===== config.mk =====
export PLATFORM = sky130hd
export DESIGN_NAME = preemptive_edf_task_scheduler
export DESIGN_NICKNAME = d
export VERILOG_FILES = /design/src/design/edf_pkg.sv /design/src/design/edf_ctrl.sv /design/src/design/edf_dpath.sv /design/src/design/preemptive_edf_task_scheduler.sv
export SDC_FILE = /design/constraint.sdc
export NUM_CORES = 1
export LEC_CHECK = 0
export ABC_AREA = 1
export BUFFER_PORTS_ARGS = -buffer_cell sky130_fd_sc_hd__clkbuf_2
export CAP_MARGIN = 20
export CORE_ASPECT_RATIO = 1.2
export CORE_MARGIN = 1
export CORE_UTILIZATION = 40
export DETAILED_ROUTE_END_ITERATION = 8
export HOLD_SLACK_MARGIN = 0.1
export SLEW_MARGIN = 15
export SYNTH_ARGS = -nofsm -noshare
export SYNTH_HDL_FRONTEND = slang
export SYNTH_SLANG_ARGS = --single-unit

===== constraint.sdc =====
create_clock -name clk -period 9.6 [get_ports clk]
set_input_delay 0 -clock clk [delete_from_list [all_inputs] [get_ports clk]]
set_output_delay 0 -clock clk [all_outputs]
set_load 0.03 [all_outputs]

===== src/design/edf_pkg.sv =====
// ----------------------------------------------------------------------------
// edf_pkg
// shared types for the earliest-deadline-first scheduler: controller commands
// and datapath status
// ----------------------------------------------------------------------------
package edf_pkg;

    localparam int TASK_COUNT_W = 5;
    localparam logic [TASK_COUNT_W-1:0] TASK_COUNT_RST = 5'd16;
    localparam logic FUNC_LOAD = 1'b0;
    localparam logic FUNC_TICK = 1'b1;

    typedef struct packed {
        logic capture;
        logic scan_run;
        logic finish;
    } edf_cmd_t;

    typedef struct packed {
        logic func_tick;
        logic scan_done;
        logic out_free;
    } edf_status_t;

endpackage


===== src/design/edf_ctrl.sv =====
// ----------------------------------------------------------------------------
// edf_ctrl
// sequencer: accept one item, scan the task slots on a tick, then finish
// ----------------------------------------------------------------------------
module edf_ctrl
    import edf_pkg::*;
(
    input  logic        clk,
    input  logic        rst_n,
    input  logic        s_tvalid,
    output logic        s_tready,
    input  edf_status_t status,
    output edf_cmd_t    cmd
);

    localparam logic [1:0] ST_IDLE   = 2'd0;
    localparam logic [1:0] ST_SCAN   = 2'd1;
    localparam logic [1:0] ST_FINISH = 2'd2;

    logic [1:0] state_reg;
    logic [1:0] state_next;

    assign s_tready = (state_reg == ST_IDLE);

    always_comb
    begin
        state_next   = state_reg;
        cmd.capture  = 1'b0;
        cmd.scan_run = 1'b0;
        cmd.finish   = 1'b0;
        case (state_reg)
            ST_IDLE:
            begin
                if (s_tvalid)
                begin
                    cmd.capture = 1'b1;
                    state_next  = ST_SCAN;
                end
            end
            ST_SCAN:
            begin
                if (!status.func_tick || status.scan_done)
                begin
                    state_next = ST_FINISH;
                end
                else
                begin
                    cmd.scan_run = 1'b1;
                end
            end
            ST_FINISH:
            begin
                if (status.out_free)
                begin
                    cmd.finish = 1'b1;
                    state_next = ST_IDLE;
                end
            end
            default:
            begin
                state_next = ST_IDLE;
            end
        endcase
    end

    always_ff @(posedge clk or negedge rst_n)
    begin
        if (!rst_n)
        begin
            state_reg <= ST_IDLE;
        end
        else
        begin
            state_reg <= state_next;
        end
    end

endmodule


===== src/design/edf_dpath.sv =====
// ----------------------------------------------------------------------------
// edf_dpath
// task store, deadline scan, remaining-work update, lateness tracking and
// output register
// ----------------------------------------------------------------------------
module edf_dpath
    import edf_pkg::*;
#(
    parameter int MAX_TASKS = 16,
    parameter int TIME_BITS = 16
)
(
    input  logic                    clk,
    input  logic                    rst_n,
    input  edf_cmd_t                cmd,
    output edf_status_t             status,
    input  logic                    cfg_wr_en,
    input  logic [TASK_COUNT_W-1:0] cfg_wr_data,
    input  logic                    in_func,
    input  logic [3:0]              in_task_index,
    input  logic [15:0]             in_proc_time,
    input  logic [15:0]             in_release_time,
    input  logic [15:0]             in_deadline,
    input  logic                    m_tready,
    output logic                    m_tvalid,
    output logic                    ran_valid,
    output logic [3:0]              ran_index,
    output logic                    task_finished,
    output logic [15:0]             finish_time,
    output logic signed [17:0]      max_lateness,
    output logic                    lateness_valid
);

    localparam int IW  = (MAX_TASKS > 1) ? $clog2(MAX_TASKS) : 1;
    localparam int CW  = IW + 1;
    localparam int LCW = (CW > TASK_COUNT_W) ? CW : TASK_COUNT_W;
    localparam int WW  = 3 * TIME_BITS;
    localparam int LW  = TIME_BITS + 2;
    localparam logic [TIME_BITS-1:0] TIME_MAX = {TIME_BITS{1'b1}};
    localparam logic [LCW-1:0] MAX_TASKS_C = LCW'(MAX_TASKS);

    // task store: {deadline, release, remaining}
    logic [WW-1:0]           mem [MAX_TASKS];
    logic [MAX_TASKS-1:0]    vld_reg;
    logic                    mem_we;
    logic [IW-1:0]           mem_wa;
    logic [WW-1:0]           mem_wd;
    logic [IW-1:0]           mem_ra;
    logic [WW-1:0]           rd_word_reg;
    logic                    rd_vld_reg;
    logic [IW-1:0]           rd_idx_reg;

    logic [TASK_COUNT_W-1:0] task_count_reg;
    logic                    func_reg;
    logic [3:0]              idx_reg;
    logic [TIME_BITS-1:0]    proc_reg;
    logic [TIME_BITS-1:0]    rel_reg;
    logic [TIME_BITS-1:0]    dl_reg;

    logic [CW-1:0]           cnt_reg;
    logic                    pend_reg;
    logic                    found_reg;
    logic [IW-1:0]           best_idx_reg;
    logic [TIME_BITS-1:0]    best_rem_reg;
    logic [TIME_BITS-1:0]    best_rel_reg;
    logic [TIME_BITS-1:0]    best_dl_reg;

    logic [TIME_BITS-1:0]    time_reg;
    logic signed [LW-1:0]    worst_reg;
    logic                    any_fin_reg;

    logic                    m_tvalid_reg;
    logic                    ran_valid_reg;
    logic [3:0]              ran_index_reg;
    logic                    finished_reg;
    logic [15:0]             finish_time_reg;
    logic signed [17:0]      max_late_reg;
    logic                    late_vld_reg;

    logic [LCW-1:0]          limit;
    logic                    issue;
    logic [TIME_BITS-1:0]    cand_rem;
    logic [TIME_BITS-1:0]    cand_rel;
    logic [TIME_BITS-1:0]    cand_dl;
    logic                    cand_ready;
    logic                    cand_take;
    logic                    load_ok;
    logic [TIME_BITS-1:0]    new_rem;
    logic                    done_now;
    logic signed [LW-1:0]    late;

    assign limit = (LCW'(task_count_reg) > MAX_TASKS_C) ? MAX_TASKS_C : LCW'(task_count_reg);
    assign issue = cmd.scan_run && (LCW'(cnt_reg) < limit);

    assign cand_rem   = rd_vld_reg ? rd_word_reg[TIME_BITS-1:0] : '0;
    assign cand_rel   = rd_word_reg[2*TIME_BITS-1:TIME_BITS];
    assign cand_dl    = rd_word_reg[WW-1:2*TIME_BITS];
    assign cand_ready = (cand_rel <= time_reg) && (cand_rem != '0);
    assign cand_take  = pend_reg && cand_ready && (!found_reg || (cand_dl < best_dl_reg));

    assign load_ok  = (32'(idx_reg) < MAX_TASKS);
    assign new_rem  = best_rem_reg - 1'b1;
    assign done_now = found_reg && (new_rem == '0);
    assign late     = LW'(time_reg) + LW'(1) - LW'(best_dl_reg);

    assign mem_ra = cnt_reg[IW-1:0];

    always_comb
    begin
        mem_we = 1'b0;
        mem_wa = IW'(idx_reg);
        mem_wd = {dl_reg, rel_reg, proc_reg};
        if (cmd.finish)
        begin
            if (func_reg == FUNC_LOAD)
            begin
                mem_we = load_ok;
            end
            else
            begin
                mem_we = found_reg;
                mem_wa = best_idx_reg;
                mem_wd = {best_dl_reg, best_rel_reg, new_rem};
            end
        end
    end

    always_ff @(posedge clk)
    begin
        if (mem_we)
        begin
            mem[mem_wa] <= mem_wd;
        end
        rd_word_reg <= mem[mem_ra];
    end

    always_ff @(posedge clk)
    begin
        if (cmd.capture)
        begin
            func_reg <= in_func;
            idx_reg  <= in_task_index;
            proc_reg <= TIME_BITS'(in_proc_time);
            rel_reg  <= TIME_BITS'(in_release_time);
            dl_reg   <= TIME_BITS'(in_deadline);
        end
        if (issue)
        begin
            rd_idx_reg <= mem_ra;
        end
        if (cand_take)
        begin
            best_idx_reg <= rd_idx_reg;
            best_rem_reg <= cand_rem;
            best_rel_reg <= cand_rel;
            best_dl_reg  <= cand_dl;
        end
        if (cmd.finish)
        begin
            ran_valid_reg   <= 1'b0;
            ran_index_reg   <= 4'd0;
            finished_reg    <= 1'b0;
            finish_time_reg <= 16'd0;
            max_late_reg    <= 18'(worst_reg);
            late_vld_reg    <= any_fin_reg;
            if (func_reg == FUNC_TICK && found_reg)
            begin
                ran_valid_reg <= 1'b1;
                ran_index_reg <= 4'(best_idx_reg);
                if (done_now)
                begin
                    finished_reg    <= 1'b1;
                    finish_time_reg <= 16'(time_reg);
                    late_vld_reg    <= 1'b1;
                    if (!any_fin_reg || (late > worst_reg))
                    begin
                        max_late_reg <= 18'(late);
                    end
                end
            end
        end
    end

    always_ff @(posedge clk or negedge rst_n)
    begin
        if (!rst_n)
        begin
            task_count_reg <= TASK_COUNT_RST;
            vld_reg        <= '0;
            rd_vld_reg     <= 1'b0;
            cnt_reg        <= '0;
            pend_reg       <= 1'b0;
            found_reg      <= 1'b0;
            time_reg       <= '0;
            worst_reg      <= '0;
            any_fin_reg    <= 1'b0;
            m_tvalid_reg   <= 1'b0;
        end
        else
        begin
            if (cfg_wr_en)
            begin
                task_count_reg <= cfg_wr_data;
            end
            if (mem_we)
            begin
                vld_reg[mem_wa] <= 1'b1;
            end
            rd_vld_reg <= vld_reg[mem_ra];
            if (cmd.capture)
            begin
                cnt_reg   <= '0;
                pend_reg  <= 1'b0;
                found_reg <= 1'b0;
            end
            else if (cmd.scan_run)
            begin
                pend_reg <= issue;
                if (issue)
                begin
                    cnt_reg <= cnt_reg + 1'b1;
                end
                if (cand_take)
                begin
                    found_reg <= 1'b1;
                end
            end
            if (cmd.finish && func_reg == FUNC_TICK)
            begin
                if (done_now)
                begin
                    any_fin_reg <= 1'b1;
                    if (!any_fin_reg || (late > worst_reg))
                    begin
                        worst_reg <= late;
                    end
                end
                if (time_reg != TIME_MAX)
                begin
                    time_reg <= time_reg + 1'b1;
                end
            end
            if (cmd.finish)
            begin
                m_tvalid_reg <= 1'b1;
            end
            else if (m_tready)
            begin
                m_tvalid_reg <= 1'b0;
            end
        end
    end

    assign status.func_tick = (func_reg == FUNC_TICK);
    assign status.scan_done = (LCW'(cnt_reg) == limit) && !pend_reg;
    assign status.out_free  = !m_tvalid_reg || m_tready;

    assign m_tvalid       = m_tvalid_reg;
    assign ran_valid      = ran_valid_reg;
    assign ran_index      = ran_index_reg;
    assign task_finished  = finished_reg;
    assign finish_time    = finish_time_reg;
    assign max_lateness   = max_late_reg;
    assign lateness_valid = late_vld_reg;

endmodule


===== src/design/preemptive_edf_task_scheduler.sv =====
// ----------------------------------------------------------------------------
// preemptive_edf_task_scheduler
// preemptive earliest-deadline-first scheduler: load items fill task slots,
// tick items run the ready task with the earliest deadline for one time unit
// ----------------------------------------------------------------------------
// load item: the input is captured, the scan state is passed through, and the finish state
//   registers the result; the next input is taken once the sequencer is back in idle
// tick item: the scan reads one slot per cycle over the single read port of the task store,
//   min(task_count, MAX_TASKS) slots, before the finish state; with no slot enabled it costs as a load
// a result held back by m_tready stalls the input for as long as it waits
// reset: all slots empty, time and lateness zero, task_count 16, no clearing
//   pass needed (per-slot valid bits)
// ----------------------------------------------------------------------------
module preemptive_edf_task_scheduler
    import edf_pkg::*;
#(
    parameter int MAX_TASKS = 16,
    parameter int TIME_BITS = 16
)
(
    input  logic        clk,
    input  logic        rst_n,
    input  logic        cfg_wr_en,
    input  logic [4:0]  cfg_wr_data,   // task_count
    input  logic        s_tvalid,
    output logic        s_tready,
    input  logic [55:0] s_tdata,       // task_index, proc_time, release_time, deadline
    input  logic        s_tuser,       // func
    output logic        m_tvalid,
    input  logic        m_tready,
    output logic [47:0] m_tdata        // ran_valid, ran_index, task_finished,
                                       // finish_time, max_lateness, lateness_valid
);

    edf_cmd_t           cmd;
    edf_status_t        status;
    logic               ran_valid;
    logic [3:0]         ran_index;
    logic               task_finished;
    logic [15:0]        finish_time;
    logic signed [17:0] max_lateness;
    logic               lateness_valid;

    edf_ctrl u_ctrl (
        .clk      (clk),
        .rst_n    (rst_n),
        .s_tvalid (s_tvalid),
        .s_tready (s_tready),
        .status   (status),
        .cmd      (cmd)
    );

    edf_dpath #(
        .MAX_TASKS (MAX_TASKS),
        .TIME_BITS (TIME_BITS)
    ) u_dpath (
        .clk             (clk),
        .rst_n           (rst_n),
        .cmd             (cmd),
        .status          (status),
        .cfg_wr_en       (cfg_wr_en),
        .cfg_wr_data     (cfg_wr_data),
        .in_func         (s_tuser),
        .in_task_index   (s_tdata[3:0]),
        .in_proc_time    (s_tdata[19:4]),
        .in_release_time (s_tdata[35:20]),
        .in_deadline     (s_tdata[51:36]),
        .m_tready        (m_tready),
        .m_tvalid        (m_tvalid),
        .ran_valid       (ran_valid),
        .ran_index       (ran_index),
        .task_finished   (task_finished),
        .finish_time     (finish_time),
        .max_lateness    (max_lateness),
        .lateness_valid  (lateness_valid)
    );

    assign m_tdata = {7'd0, lateness_valid, max_lateness, finish_time,
                      task_finished, ran_index, ran_valid};

endmodule


=== Word-level counts from Yosys, hierarchy flattened ===
Memories as Yosys holds them, arrays and structs flattened. A register that Yosys moved wholly into a read port is not among the register bits.
Index checks and enable logic that the tools add are counted.

* Register bits after elaboration: 217
* Latch bits: 0
* Memory bits (writable): 768
* ROM bits: 0
* Input bits: 67
* Output and inout bits: 50
* Logic and storage cells: 120
* Memories: 1

* $add $sub $neg: 5
* $mul: 0
* Div/mod/pow operators: 0
* $lt $le $gt $ge: 8
* Eq/ne operators: 7
* Shift operators: 0
* Multiplexer cells: 41
* Bitwise operators: 1
* Reductions and logical operators: 30

{| class="wikitable"
|+ Memories
! memory !! words !! width !! rd ports !! clocked after Yosys merged registers in !! wr ports !! RTL line !! RTL
|-
| u_dpath.mem || 16 || 48 || 1 || 1 || 1 || edf_dpath.sv:43 || <nowiki>logic [WW-1:0] mem [MAX_TASKS];</nowiki>
|}

{| class="wikitable"
|+ Operators with widths
! cell !! count
|-
| 48-bit two-way mux || 2
|-
| 18-bit two-way mux || 3
|-
| 1-bit two-way mux || 23
|-
| 5-bit two-way mux || 4
|-
| 18-bit > comparator || 1
|-
| 18-bit by 16-bit subtractor with 18-bit output || 1
|-
| 16-bit by 1-bit adder with 17-bit output, second input constant || 1
|-
| 16-bit by 1-bit adder with 16-bit output, second input constant || 1
|-
| 16-bit <= comparator || 1
|-
| 16-bit zero test || 1
|-
| 16-bit less-than comparator || 1
|-
| 16-bit two-way mux || 1
|-
| 16-bit != test, second input constant || 1
|-
| 16-bit bitwise OR || 1
|-
| 16-bit nonzero test || 1
|-
| 16-bit by 1-bit subtractor with 16-bit output, second input constant || 1
|-
| 4-bit by 5-bit less-than comparator with 1-bit output, second input constant || 2
|-
| 1-bit logical AND || 9
|-
| 4-bit two-way mux || 2
|-
| 2-bit AND reduction || 4
|-
| 2-bit nonzero test || 4
|-
| 2-bit two-way mux || 3
|-
| 2-bit case mux with 3 select lines || 1
|-
| 5-bit by 1-bit adder with 5-bit output, second input constant || 1
|-
| other kinds (14) || 22
|}

=== Depth between registers and ports, before layout ===
Gate-level depths: netlist (run 1).

* Depth in word-level cells: 11
* Mapped depth: 33
* Gate-level depth less buffers: 32

=== Cells and area by module ===
Synthesis (run 1) repeated with hierarchy kept, for this count alone.

* Cells, all modules: 3405
* Area, all modules: 42326.8 um^2

{| class="wikitable"
|+ Modules (own cells, without submodules)
! module !! instances !! cells each !! area each (um^2) !! seq. area each (um^2)
|-
| edf_dpath || 1 || 3374 || 42124.2 || 30155.2
|-
| edf_ctrl || 1 || 20 || 123.9 || 50.0
|-
| preemptive_edf_task_scheduler || 1 || 11 || 78.8 || 0.0
|}

=== Worst setup path before layout (run 1) ===
OpenSTA, ideal clock, no wires.

* Path type: register to register
* Start: register u_dpath.m_tvalid_reg (netlist: u_dpath.m_tvalid)
* End: memory u_dpath.mem[10][0] (netlist name) (enable)
* Setup time: 454 ps
* Data arrival time: 4468 ps
* Required time: 9146 ps
* Setup slack: 4679 ps
* Cell stages (with the launch flop): 11
* Buffers on the path: 1
* Clock period less this slack: 4921 ps
* Cells stage by stage: dfrtp_1 inv_1 nor2_1 inv_1 nand2_1 inv_1 nand2_1 clkbuf_1 o21ai_0 nand3_1 nor2_1

{| class="wikitable"
|+ RTL lines
! element !! RTL line !! RTL
|-
| from (decl) || edf_dpath.sv:72 || <nowiki>logic m_tvalid_reg;</nowiki>
|-
| from (signal assigned) || edf_dpath.sv:197 || <nowiki>m_tvalid_reg <= 1'b0;</nowiki>
|-
| from (signal assigned) || edf_dpath.sv:245 || <nowiki>m_tvalid_reg <= 1'b1;</nowiki>
|-
| from (signal assigned) || edf_dpath.sv:249 || <nowiki>m_tvalid_reg <= 1'b0;</nowiki>
|-
| to (decl) || edf_dpath.sv:43 ||
|}

=== Worst setup path after layout (run 1) ===
* Start: register u_dpath.time_reg[0]
* End: register u_dpath.max_late_reg[0] (netlist: u_dpath.max_lateness[0]) (data pin)

* Cells in the longest elaborated chain, start to end: 7

{| class="wikitable"
|+ Ends and longest elaborated chain
! element !! RTL line !! RTL
|-
| from (decl) || edf_dpath.sv:68 || <nowiki>logic [TIME_BITS-1:0] time_reg;</nowiki>
|-
| from (signal assigned) || edf_dpath.sv:240 || <nowiki>time_reg <= time_reg + 1'b1;</nowiki>
|-
| 16-bit by 1-bit adder with 17-bit output * || edf_dpath.sv:104 || <nowiki>assign late = LW'(time_reg) + LW'(1) - LW'(best_dl_reg);</nowiki>
|-
| 18-bit by 16-bit subtractor with 18-bit output * || edf_dpath.sv:104 ||
|-
| 18-bit > comparator || edf_dpath.sv:175 || <nowiki>if (!any_fin_reg || (late > worst_reg))</nowiki>
|-
| 1-bit logical OR || edf_dpath.sv:175 ||
|-
| 18-bit two-way mux * (2 in series) || -- ||
|-
| 18-bit two-way mux * || edf_dpath.sv:166 || <nowiki>if (func_reg == FUNC_TICK && found_reg)</nowiki>
|-
| to (signal assigned) || edf_dpath.sv:164 || <nowiki>max_late_reg <= 18'(worst_reg);</nowiki>
|-
| to (signal assigned) || edf_dpath.sv:177 || <nowiki>max_late_reg <= 18'(late);</nowiki>
|-
| to (decl) || edf_dpath.sv:77 || <nowiki>logic signed [17:0] max_late_reg;</nowiki>
|}

Every way passes the cells marked *; elsewhere a longest branch is shown, timed or not.
A chain may end at the register's enable or synchronous reset.

==> flow_summary.toml, run 1 <==
[status]
outcome = "finished, final reports clean"

[cts]
cts_tree = "built"
cts-root-buf = "clkbuf_16"
cts.reportedPaths.clkPinSlew_ns = 0.06
htreeDepth = 3
clkSinkCount = 1033
clk-insertion-delay-late_ns = 0.71
hold_buffers = 126
cts_made_buffers = 98
post_cts_buffers = 0
cts_resized = 0
clock_path_buffers = 3

[yosys]
synth_area_um2 = 42090
async_flop_share = 0.06486
synth_edf_count = 918
netlist.area_leader.share = 0.6549
synth_area_leaders = "edfxtp_1 (65%), o21ai_0 (5.7%), nor2_1 (4.3%), nand2_1 (4.2%), dfrtp_1 (3.9%)"
ys_warn_count = 0
yosysTopAreaCell = "edfxtp_1"
syn_area_per_cell_um2 = 12.14
yosysMostFrequentCell = "edfxtp_1"
synthTopCellsByCount = "edfxtp_1 (918), o21ai_0 (483), nor2_1 (482), nand2_1 (475), inv_1 (188)"
ys.flop_type = "edfxtp_1"
ys_seq_elements = 1033
yosysSeqAreaShare = 0.7176
syn_inst = 3466
yosysUniqueCellTypes = 47

[setup_path]
worstSetupStartpoint = "u_dpath.time_reg[0]"
end_kind = "flip-flop"
cp-start-kind = "flip-flop"
path_buf_inv = 3
crit_family = "simple AND/OR/NAND/NOR gates"
crit_slowest_cell = "nand2_2"
worstSetupPathType = "reg -> reg"
r2r_start = "u_dpath.time_reg[0]"
arrival_ns = 6.58
max_stage_delay_ns = 0.61
critPathMostFrequentCell = "nand2_1"
worst_ep_required_time_ns = 10.03
worstPathMaxFanout = 19

[power]
vdd_ir_drop_max_mv = 0.2060
p_per_area_nw_per_um2 = 278.5
p_leak_uw = 0.01757
power_uw = 13550

[floorplanning]
start_util = 0.4031
die_y_um = 357.3
core-area_um2 = 104400
dieArea_um2 = 106500
die-width_um = 298.1
rows = 130
ios = 117

[finish]
largest_reg_flops = 768
final_cell_count_no_fill = 5143
layout-area-overhead-vs-synth_pct = 15.61
nets = 3812
drive_gt1_frac = 0.1009

[job]
cap_violations = 0

[sta]
tightestPinTransition_ns = 1.102
finalMaxSlewViolations = 0
finalSetupViolCount = 0
slew_headroom = 0.2635
fin_skew_ns = 0.03825
max_freq_mhz = 162.7
rsz0062_at_grt = "false"
min_period_ns = 6.147
finalHoldViolCount = 0
tns_ns = 0
period_share = 0.6404

[placement]
dpl.cell_count = 4829
dp_hpwl_um = 58920
io_buffers = 105
place_congestion = 0.8407

[routing]
dr.max_layer_used = "met4"
drt-vias-per-instance = 5.344
wl_met2_um = 53950
drtIter0Drc = 2563
ant_nets = 0
drc = 0
routedLengthMet1_um = 47650
wl_per_cell_um = 21.58
dr_wl_met3_um = 6676
dr.pass1.iters = 5
vias = 27480
totalWireLength_um = 111000

[min_path]
hold_class = "in -> reg"
hold_start = "m_tready"

[grt]
grt_pass1_vias = 26230
grt_util_all_layers = 0.2052
grt_pass1_wl_um = 164100
grt_overflow_total = 0
grt_max_degree = 229
antenna_found_initial = 0
-- worst register-to-register path, delay by kind of cell, from the launching register on --
family,cells,cell delay [ns]
buf+inv,3,0.19
xor+xnor,1,0.49
flops,1,0.52
fa+ha+maj,2,0.65
simple gates,18,3.28
compound gates,4,0.77
-- worst paths after layout --
check	to	slack, ns	cells after the start
setup / recovery	u_dpath.max_lateness[0]	3.45	28
hold / removal	u_ctrl.state_reg[1]	0.21	5
setup reg to reg	u_dpath.max_lateness[0]	3.45	28
hold reg to reg	u_dpath.best_idx_reg[0]	0.42	0
max in group asynchronous	u_dpath.cnt_reg[2]	8.72	4
min in group asynchronous	u_dpath.task_count_reg[4]	0.45	3
-- routing by layer --
metal,GRT usage,vias up
met4,0.06544,0
li1,-,12860
met3,0.02430,150
met5,0,-
met2,0.3482,904
met1,0.2750,13570
-- cells in the final DEF, fill, tap and decap left out, types with 4 or more instances in the layout --
master         instances
xnor2_1                4
dfrtp_1               63
nand3_2                9
clkbuf_16             98
ha_1                  74
nor2_4                20
o22ai_1              115
nand4_1               13
buf_4                 60
xor2_1                17
a21oi_1               55
nor2_1               465
o211ai_1              20
dlygate4sd3_1        125
clkbuf_8               9
clkbuf_1              23
conb_1                 7
clkbuf_2             104
clkinvlp_4             8
o21ai_0              478
nand3b_1               7
o221ai_1              77
inv_1                183
nor3_1                 8
inv_6                  4
nand2_1              474
edfxtp_1             918
dfxtp_1               48
o21ai_1                4
nor4_1                 4
clkinv_2              22
or2_2                 11
clkinv_1              15
nand3_1              164
bufinv_16              4
inv_2                  4
-- power by group --
| group | total (uW) | switching [uW] | internal (uW) | leakage, uW |
|---|---|---|---|---|
| sequential | 5940 | 264 | 5670 | 0.00956 |
| combinational | 3830 | 2710 | 1120 | 0.00649 |
| clock | 3780 | 1700 | 2080 | 0.00153 |
-- stage by stage --
stage | util | hold WS, ns | setup WS (ns) | area, um2
2_1_floorplan | - | -0.2956 | 4.679 | 42110
3_3_place_gp | 0.4234 | 0.1768 | 3.539 | 44220
3_5_place_dp | 0.4234 | 0.1786 | 3.571 | 44220
4_1_cts | 0.4657 | 0.1761 | 3.522 | 48640
5_1_grt | 0.4660 | 0.2731 | 3.016 | 48660
6_report | 0.4660 | 0.2133 | 3.453 | 48660
-- logic make-up (layout without fill, tap and decap cells) --
group	count (synthesis)	after routing	share of synthesized area
other	1	8	0.00008909
AOI/OAI and AO/OA	762	762	0.1027
and+or+nand+nor	1187	1187	0.1163
buffers and inverters	387	671	0.03639
xor gates and xnor gates	21	21	0.004370
DFF	1033	1033	0.7176
adders and majority gates	75	75	0.02247
-- layout make-up --
type                    instances  area, um2
multi-input cells            2052      10530
clock inverters                56      475.5
flip-flops and latches       1033      30220
well taps                    1386       1734
clock buffers                 130       2663
diodes                          1      2.502
repair buffers                293       2310
fillers                      9348      55760
inverters                     192      734.5
(Power assumes the default switching activity.)
==> run 2, diff against run 1 <==
Clock period 9.6 ns to 5.6 ns, I/O delays scaled along.
==> run 2 against run 1 <==
- global-route usage grew 0.28 points
- first-iteration DRC count increased by 7.6%
- sequential share of layout area fell by 0.36 points
- cell count rose by 0.37%
- core utilization rose by 0.27 points
- die area unchanged
- clock power rose by 74%
==> flow_summary.toml, run 2 (same netlist as run 1, synthesis figures left out) <==
[floorplanning]
start_util = 0.4031
die-width_um = 298.1
ios = 117
core-area_um2 = 104400
rows = 130
dieArea_um2 = 106500
die_y_um = 357.3

[routing]
drc = 0
dr.pass1.iters = 6
totalWireLength_um = 111700
drt-vias-per-instance = 5.395
wl_per_cell_um = 21.65
drtIter0Drc = 2757
vias = 27850
ant_nets = 0

[sta]
min_period_ns = 5.070
finalMaxSlewViolations = 0
period_share = 0.9054
tightestPinTransition_ns = 1.105
fin_skew_ns = 0.03786
slew_headroom = 0.2616
tns_ns = 0
finalSetupViolCount = 0
max_freq_mhz = 197.2
finalHoldViolCount = 0
rsz0062_at_grt = "false"

[grt]
grt_max_degree = 205
antenna_found_initial = 2
grt_overflow_total = 0
grt_pass1_wl_um = 166700
grt_util_all_layers = 0.2080
grt_pass1_vias = 26790

[placement]
io_buffers = 105
dp_hpwl_um = 61250
place_congestion = 0.8721
dpl.cell_count = 4846

[finish]
nets = 3833
layout-area-overhead-vs-synth_pct = 16.29
largest_reg_flops = 768
mostFrequentLayoutCell = "edfxtp_1"
mostFrequentLayoutCells = "edfxtp_1 (918), o21ai_0 (474), nand2_1 (473)"
drive_gt1_frac = 0.1059
diodes = 0
final_cell_count_no_fill = 5162

[setup_path]
worstSetupPathType = "reg -> reg"
worstPathMaxFanout = 12
worst_ep_required_time_ns = 6.06
max_stage_delay_ns = 0.44
crit_family = "simple AND/OR/NAND/NOR gates"
end_kind = "flip-flop"
critPathMostFrequentCell = "nand2_1"
path_buf_inv = 2
cp-start-kind = "flip-flop"
arrival_ns = 5.53
crit_slowest_cell = "dfrtp_1"

[min_path]
hold_class = "in -> reg"

[power]
p_per_area_nw_per_um2 = 479.3
vdd_ir_drop_max_mv = 0.3234
p_leak_uw = 0.01774

[cts]
cts.reportedPaths.clkPinSlew_ns = 0.07
cts_made_buffers = 99
clk-insertion-delay-late_ns = 0.71
cts-root-buf = "clkbuf_16"
htreeDepth = 3
cts_tree = "built"
clkSinkCount = 1033
clock_path_buffers = 3

[status]
outcome = "finished, final reports clean"

[job]
cap_violations = 0
run 2: cell types whose count changed in the layout (fill, tap and decap cells not counted), moves of 4 or more:
| cell | before | now |
|---|---|---|
| o21ai_0 | 478 | 474 |
| buf_12 | 3 | 12 |
| clkinv_1 | 15 | 11 |
| buf_4 | 60 | 71 |
| clkbuf_1 | 23 | 29 |
| clkbuf_8 | 9 | 13 |
| clkinvlp_4 | 8 | 2 |
run 2: final timing paths:
path	start	end	slack, ns	cells past startpoint
setup / recovery	u_dpath.time_reg[0]	u_dpath.max_lateness[17]	0.53	29
hold / removal	m_tready	u_ctrl.state_reg[1]	0.24	5
setup reg to reg	u_dpath.time_reg[0]	u_dpath.max_lateness[17]	0.53	29
hold reg to reg	u_dpath.rd_word_reg[38]	u_dpath.best_dl_reg[6]	0.43	0
max in group asynchronous	rst_n	u_dpath.cnt_reg[2]	4.29	4
min in group asynchronous	rst_n	u_dpath.worst_reg[17]	0.58	4
run 2: power by group:
part | switching [uW] | internal, uW
Sequential | 491 | 9730
Clock | 2880 | 3680
Combinational | 4730 | 1960
run 2: cell type report:
cell class | count | area (um2)
flip-flops and latches | 1033 | 30220
well taps | 1386 | 1734
clock inverters | 43 | 346.6
inverters | 192 | 734.5
clock buffers | 143 | 2815
repair buffers | 313 | 2555
fillers | 9256 | 55480
multi-input cells | 2052 | 10550
run 2: tightest hold or removal path: cells and delay by family:
kind | cells | cell delay, ns
AO/OA/AOI/OAI | 1 | 0.07
AND/OR/NAND/NOR | 2 | 0.16
buffers and inverters | 2 | 0.65
run 2: repair_timing:
| item | in CTS | in global routing |
|---|---|---|
| hold buffers | 126 | 0 |
| resized for setup | 0 | 3 |
| hold endpoints to repair | 132 | 0 |
| buffers inserted | 0 | 0 |
| setup endpoints to repair | 0 | 36 |
run 2: metrics by stage:
step | hold WS, ns | util | setup WS [ns] | instance area, um2 | power [uW]
2_1_floorplan | -0.2956 | - | 0.6786 | 42110 | 14580
3_3_place_gp | -0.1924 | 0.4259 | 0.4746 | 44470 | 16850
3_5_place_dp | -0.1916 | 0.4259 | 0.4047 | 44470 | 16950
4_1_cts | 0.1618 | 0.4682 | 0.3764 | 48890 | 23550
5_1_grt | 0.2462 | 0.4687 | 0.06780 | 48950 | 24680
6_report | 0.2384 | 0.4687 | 0.5296 | 48950 | 23460
run 2: routing by layer:
metal,track usage,routed length [um],share of wire,vias up
met5,0,0,0,-
met4,0.05805,2485,0.022,0
met3,0.02830,6936,0.062,153
met2,0.3605,55090,0.49,992
met1,0.2732,47230,0.42,13800
li1,-,-,-,12900
